### config.mk
export PLATFORM = sky130hd
export DESIGN_NAME = stcb_ctrl
export DESIGN_NICKNAME = d
export VERILOG_FILES = /design/src/rtl/stcb_pkg.sv /design/src/rtl/stcb_ctrl.sv
export SDC_FILE = /design/constraint.sdc
export NUM_CORES = 1
export LEC_CHECK = 0
export BUFFER_PORTS_ARGS = -buffer_cell sky130_fd_sc_hd__clkbuf_2
export CAP_MARGIN = 40
export CELL_PAD_IN_SITES_DETAIL_PLACEMENT = 0
export CELL_PAD_IN_SITES_GLOBAL_PLACEMENT = 1
export CORE_MARGIN = 2
export CORE_UTILIZATION = 30
export DETAILED_ROUTE_END_ITERATION = 8
export PLACE_DENSITY = 0.66
export SLEW_MARGIN = 40
export SYNTH_ARGS = -nofsm -noshare
export SYNTH_HDL_FRONTEND = slang
export SYNTH_SLANG_ARGS = --single-unit
### constraint.sdc
create_clock -name clk -period 4.2 [get_ports clk]
set_input_delay 0.84 -clock clk [delete_from_list [all_inputs] [get_ports clk]]
set_output_delay 0.84 -clock clk [all_outputs]
set_load 0.02 [all_outputs]
### src/rtl/stcb_pkg.sv
// shared constants and types of the scrolling text console buffer
`timescale 1ns / 1ps
package stcb_pkg;

  localparam int GRID_ROWS = 32;
  localparam int GRID_COLS = 32;
  localparam int DEPTH     = GRID_ROWS * GRID_COLS;

  localparam int ROW_W  = (GRID_ROWS > 1) ? $clog2(GRID_ROWS) : 1;
  localparam int COL_W  = (GRID_COLS > 1) ? $clog2(GRID_COLS) : 1;
  localparam int CUR_W  = $clog2(GRID_COLS + 1);
  localparam int ADDR_W = (DEPTH > 1) ? $clog2(DEPTH) : 1;
  localparam int CHAR_W = 7;
  localparam int RNG_W  = 9;

  localparam logic OP_PUT  = 1'b0;
  localparam logic OP_READ = 1'b1;

  localparam logic [7:0] CH_TAB      = 8'h09;
  localparam logic [7:0] CH_LF       = 8'h0A;
  localparam logic [7:0] CH_CR       = 8'h0D;
  localparam logic [7:0] CH_ESC      = 8'h1B;
  localparam logic [7:0] CH_SPACE    = 8'h20;
  localparam logic [7:0] CH_PRINT_LO = 8'h20;
  localparam logic [7:0] CH_PRINT_HI = 8'h7E;
  localparam logic [7:0] CH_UPPER_A  = 8'h41;
  localparam logic [7:0] CH_UPPER_Z  = 8'h5A;
  localparam logic [7:0] CH_LOWER_A  = 8'h61;
  localparam logic [7:0] CH_LOWER_Z  = 8'h7A;

  typedef struct packed {
    logic              we;
    logic [ADDR_W-1:0] waddr;
    logic [CHAR_W-1:0] wdata;
    logic              re;
    logic [ADDR_W-1:0] raddr;
  } mem_req_t;

endpackage

### src/rtl/stcb_ctrl.sv
// byte decoding, scroll and clear sequencing, read path and result register
`timescale 1ns / 1ps
module stcb_ctrl (
  input  logic                        clk,
  input  logic                        rst,
  input  logic                        in_valid,
  output logic                        in_stall,
  input  logic                        op,
  input  logic [7:0]                  char_byte,
  input  logic [4:0]                  row,
  input  logic [4:0]                  col,
  output logic                        out_valid,
  input  logic                        out_stall,
  output logic [stcb_pkg::CHAR_W-1:0] cell_char,
  output stcb_pkg::mem_req_t          mem_req,
  input  logic [stcb_pkg::CHAR_W-1:0] mem_rdata
);
  import stcb_pkg::*;

  localparam logic [2:0] ST_CLEAR  = 3'd0;
  localparam logic [2:0] ST_IDLE   = 3'd1;
  localparam logic [2:0] ST_SCROLL = 3'd2;
  localparam logic [2:0] ST_PUT    = 3'd3;
  localparam logic [2:0] ST_READ   = 3'd4;

  logic [2:0]        state;
  logic [ADDR_W-1:0] sweep;
  logic [COL_W-1:0]  scol;
  logic [ROW_W-1:0]  top_row;
  logic [CUR_W-1:0]  cursor;
  logic              esc;
  logic              pend;
  logic [CHAR_W-1:0] pend_char;
  logic              oor;

  logic              accept;
  logic [ROW_W-1:0]  bottom_row;
  logic [7:0]        put_char;
  logic              printable;
  logic              is_letter;
  logic              row_full;
  logic              put_write;
  logic              in_range;
  logic [ROW_W:0]    psum;
  logic [ROW_W-1:0]  prow;
  logic [ADDR_W-1:0] read_addr;

  function automatic logic [ADDR_W-1:0] row_base(input logic [ROW_W-1:0] r);
    return ADDR_W'(r) * ADDR_W'(GRID_COLS);
  endfunction

  assign in_stall = (state != ST_IDLE);
  assign accept   = in_valid && !in_stall;

  always_comb begin
    bottom_row = (top_row == '0) ? ROW_W'(GRID_ROWS - 1) : top_row - 1'b1;
    put_char   = (char_byte == CH_TAB) ? CH_SPACE : char_byte;
    printable  = (put_char >= CH_PRINT_LO) && (put_char <= CH_PRINT_HI);
    is_letter  = char_byte inside {[CH_UPPER_A:CH_UPPER_Z], [CH_LOWER_A:CH_LOWER_Z]};
    row_full   = (cursor == CUR_W'(GRID_COLS));
    put_write  = !esc && (char_byte != CH_ESC) && (char_byte != CH_CR) &&
                 (char_byte != CH_LF) && printable && !row_full;
    in_range   = (RNG_W'(row) < RNG_W'(GRID_ROWS)) && (RNG_W'(col) < RNG_W'(GRID_COLS));
    psum       = {1'b0, top_row} + (ROW_W + 1)'(row);
    if (psum >= (ROW_W + 1)'(GRID_ROWS)) begin
      psum = psum - (ROW_W + 1)'(GRID_ROWS);
    end
    prow      = psum[ROW_W-1:0];
    read_addr = row_base(prow) + ADDR_W'(col);
  end

  always_comb begin
    mem_req = '0;
    case (state)
      ST_CLEAR: begin
        mem_req.we    = 1'b1;
        mem_req.waddr = sweep;
        mem_req.wdata = CH_SPACE[CHAR_W-1:0];
      end
      ST_SCROLL: begin
        mem_req.we    = 1'b1;
        mem_req.waddr = row_base(top_row) + ADDR_W'(scol);
        mem_req.wdata = CH_SPACE[CHAR_W-1:0];
      end
      ST_PUT: begin
        mem_req.we    = 1'b1;
        mem_req.waddr = row_base(bottom_row) + ADDR_W'(COL_W'(cursor));
        mem_req.wdata = pend_char;
      end
      ST_IDLE: begin
        if (accept && op == OP_READ) begin
          mem_req.re    = 1'b1;
          mem_req.raddr = read_addr;
        end else if (accept && put_write) begin
          mem_req.we    = 1'b1;
          mem_req.waddr = row_base(bottom_row) + ADDR_W'(COL_W'(cursor));
          mem_req.wdata = put_char[CHAR_W-1:0];
        end
      end
      default: begin
        mem_req = '0;
      end
    endcase
  end

  always_ff @(posedge clk) begin
    if (rst) begin
      state     <= ST_CLEAR;
      sweep     <= '0;
      scol      <= '0;
      top_row   <= '0;
      cursor    <= '0;
      esc       <= 1'b0;
      pend      <= 1'b0;
      out_valid <= 1'b0;
    end else begin
      if (out_valid && !out_stall && state != ST_READ) begin
        out_valid <= 1'b0;
      end
      case (state)
        ST_CLEAR: begin
          sweep <= sweep + 1'b1;
          if (sweep == ADDR_W'(DEPTH - 1)) begin
            state <= ST_IDLE;
          end
        end
        ST_IDLE: begin
          if (accept) begin
            if (op == OP_READ) begin
              oor   <= !in_range;
              state <= ST_READ;
            end else if (esc) begin
              if (is_letter) begin
                esc <= 1'b0;
              end
            end else if (char_byte == CH_ESC) begin
              esc <= 1'b1;
            end else if (char_byte == CH_CR) begin
              esc <= 1'b0;
            end else if (char_byte == CH_LF) begin
              scol  <= '0;
              pend  <= 1'b0;
              state <= ST_SCROLL;
            end else if (printable) begin
              if (row_full) begin
                scol      <= '0;
                pend      <= 1'b1;
                pend_char <= put_char[CHAR_W-1:0];
                state     <= ST_SCROLL;
              end else begin
                cursor <= cursor + 1'b1;
              end
            end
          end
        end
        ST_SCROLL: begin
          scol <= scol + 1'b1;
          if (scol == COL_W'(GRID_COLS - 1)) begin
            top_row <= (top_row == ROW_W'(GRID_ROWS - 1)) ? '0 : top_row + 1'b1;
            cursor  <= '0;
            state   <= pend ? ST_PUT : ST_IDLE;
          end
        end
        ST_PUT: begin
          cursor <= cursor + 1'b1;
          state  <= ST_IDLE;
        end
        ST_READ: begin
          if (!out_valid || !out_stall) begin
            out_valid <= 1'b1;
            cell_char <= oor ? CH_SPACE[CHAR_W-1:0] : mem_rdata;
            state     <= ST_IDLE;
          end
        end
        default: begin
          state <= ST_IDLE;
        end
      endcase
    end
  end

endmodule

==> results.sh <==
export IMPL_whs_ps=476
export IMPL_p_int_w=0.000838
export IMPL_synth_flop_cell="dfxtp_1"
export IMPL_worst_slew_pin_slew_ps=634
export IMPL_critPathCaptureType="output pin"
export IMPL_wire_per_inst_um=14.0
export IMPL_p_leak_nw=1.36
export IMPL_dpl_hpwl_um=5550
export IMPL_grt_util_all_layers=0.143
export IMPL_port_buffers=67
export IMPL_cp_required_ps=3360
export IMPL_rsz0062_at_grt="no"
export IMPL_via_count=2619
export IMPL_max_stage_delay_ps=560
export IMPL_cp_top_family="simple AND/OR/NAND/NOR gates"
export IMPL_cts_sinks=46
export IMPL_worst_path_most_repeated_cell="clkbuf_2"
export IMPL_finalHoldViolations=0
export IMPL_netlist_instances=332
export IMPL_place_congestion=0.805
export IMPL_p_comb_frac=0.352
export IMPL_die_w_um=102
export IMPL_synth_area_top_cells="dfxtp_1, edfxtp_1, ha_1"
export IMPL_seqPwrFrac=0.400
export IMPL_startpoint_type="input port"
export IMPL_first_iter_violations=97
export IMPL_yosys_register_bits=46
export IMPL_maxCapViolCount=0
export IMPL_crit_type="in -> out"
export IMPL_synth_area_mm2=0.00288
export IMPL_async_flop_share=0
export IMPL_start_util=0.310
export IMPL_crit_path_top_delay_cell="or4b_4"
export IMPL_powerDensity_mw_per_mm2=394
export IMPL_antennaDiodeCount=0
export IMPL_relSlewSlack=0.577
export IMPL_cts_tree="built"
export IMPL_hold_buffers=0
export IMPL_peakVddDrop_v=0.000182
export IMPL_swShare=0.384
export IMPL_grt_first_pass_wirelength_um=11700
export IMPL_netlist_top_cells_count="dfxtp_1, nor2_1, nand2_1, a21oi_1"
export IMPL_htreeDepth=2
export IMPL_dieArea_mm2=0.0104
export IMPL_tns_ps=0
export IMPL_syn_nets=375
export IMPL_synth_top_area_cell="dfxtp_1"
export IMPL_setup_viol=0
export IMPL_ant_nets=0
export IMPL_synth_top_area_frac=0.223
export IMPL_period_share=0.873
export IMPL_synth_avg_cell_area_um2=8.67
export IMPL_placementRows=35
export IMPL_syn_to_final_growth_pct=19.8
export IMPL_path_clk_slew_ps=90
export IMPL_cts_max_path_buffers=2
export IMPL_post_cts_buffers=0
export IMPL_cts_resized=0
export IMPL_timing_critical_path_cells="clkbuf_2 > and4_1 > a41oi_1 > or4b_4 > nor2_2 > o2bb2ai_1 > clkbuf_2"
export IMPL_fmax_mhz=273
export IMPL_grt_pass1_vias=2295
export IMPL_drc=0
export IMPL_hold_path_class="reg -> reg"
export IMPL_drv_slew=0
export IMPL_grt_ovfl_total=0
export IMPL_drive_gt1_frac=0.243
export IMPL_grt_max_degree=30
export IMPL_ios=68
export IMPL_fin_crit_ps=3670
export IMPL_path_buf_inv=2
export IMPL_p_switching_w=0.000522
export IMPL_clock_power_share=0.248
export IMPL_fin_skew_ps=6.52
export IMPL_final_nets=433
export IMPL_yosys_warnings=0
export IMPL_insertion_delay_ps=310
export IMPL_cp_max_fo=8
export IMPL_synthDistinctLibCells=58
export IMPL_avgViaCountPerCell=5.04
export IMPL_core_mm2=0.00928
export IMPL_root_buffer="clkbuf_8"
export IMPL_cts_buffers=5
export IMPL_wl_um=7300
export IMPL_firstDrtPassIters=4
export IMPL_cp_arrival_ps=2830
export IMPL_ys_seq_area_frac=0.369
export IMPL_antenna_found_initial=0
export IMPL_die_height_um=102
export IMPL_synth_edf_count=14
export IMPL_status="finished clean"
[metal layers]
metal / vias to the layer above / GRT usage / wire [µm]
li1: 1330 / - / -
met1: 1219 / 0.200 / 3590
met2: 63 / 0.225 / 3230
met3: 7 / 0.0260 / 396
met4: 0 / 0.0400 / 85
met5: - / 0 / 0
[path summary, 6_finish.rpt]
kind / startpoint / to / slack [ps] / depth (start not counted)
hold / removal: cursor[4] / cursor[4] / 480 / 2
setup reg to reg: cursor[0] / pend_char[1] / 1680 / 7
setup / recovery: char_byte[4] / mem_req[25] / 530 / 7
hold reg to reg: cursor[4] / cursor[4] / 480 / 2
[state kept, by name (all words and copies together), names as in the netlist, 3 cells and up]
| signal | cells |
|---|---|
| sweep | 10 |
| cell_char | 7 |
| pend_char | 7 |
| cursor | 6 |
| scol | 5 |
| top_row | 5 |
| state | 3 |
[through the flow]
stage               cell area (µm²)  utilization  std cells  worst slack (ps)  power, W
finish                         3450        0.371        520               535   0.00136
floorplan                      2880            -        332               973  0.000882
detailed placement             3330        0.359        512               378   0.00103
global placement               3320        0.357        512               396   0.00103
global route                   3450        0.371        520               414   0.00144
CTS                            3440        0.371        520               372   0.00137
[power by group through the flow]
stage                     combinational (W)  sequential [W]  clock, W
final                              0.000478        0.000544  0.000338
after floorplan                    0.000367        0.000515         0
after global placement             0.000475        0.000550         0
after detailed placement           0.000478        0.000554         0
after global routing               0.000530        0.000551  0.000362
after CTS                          0.000481        0.000543  0.000347
[layout make-up]
cell class                      instances  area, µm²
Sequential cell                        46       1060
Timing Repair Buffer                   70        358
Inverter                               15       56.3
Tap cell                              129        161
Multi-Input combinational cell        252       1700
Clock buffer                            5       68.8
Clock inverter                          3       45.0
Fill cell                            1011       5840
[kinds of logic (layout without fill, tap and decap cells)]
group	after synthesis	count (layout)	synth area share
AOI/OAI and AO/OA	79	79	0.191
adders and majority gates	13	13	0.0591
buffers and inverters	34	93	0.0482
xor gates and xnor gates	15	15	0.0456
muxes	6	6	0.0209
and+or+nand+nor	139	139	0.266
DFF	46	46	0.369
[worst reg2reg max path, cell delays in order (launching register included)]
cell and delay (ps):
dfxtp_1 350, inv_1 120, ha_1 180, nand2_1 50, nor4_1 430, nand3b_1 270
or2_1 290, nor2_1 470
[cells in the final DEF (no fill, tap or decap), types with 4 or more instances in the layout]
master and instances:
o21ai_0 4, o21ai_1 8, edfxtp_1 14, nand3_1 12
a21oi_1 17, a22o_1 6, a22oi_1 8, ha_1 12
xor2_1 10, and4_1 4, dfxtp_1 32, xnor2_1 5
inv_1 14, clkbuf_2 67, nor2_1 32, nor3b_1 5
nand4_1 7, and3_1 4, nor3_1 5, mux2i_1 6
a31oi_1 6, nand2_1 30, a311oi_1 9, and2_1 12
clkbuf_8 5
Note: power is estimated with default switching activity, not from simulation.
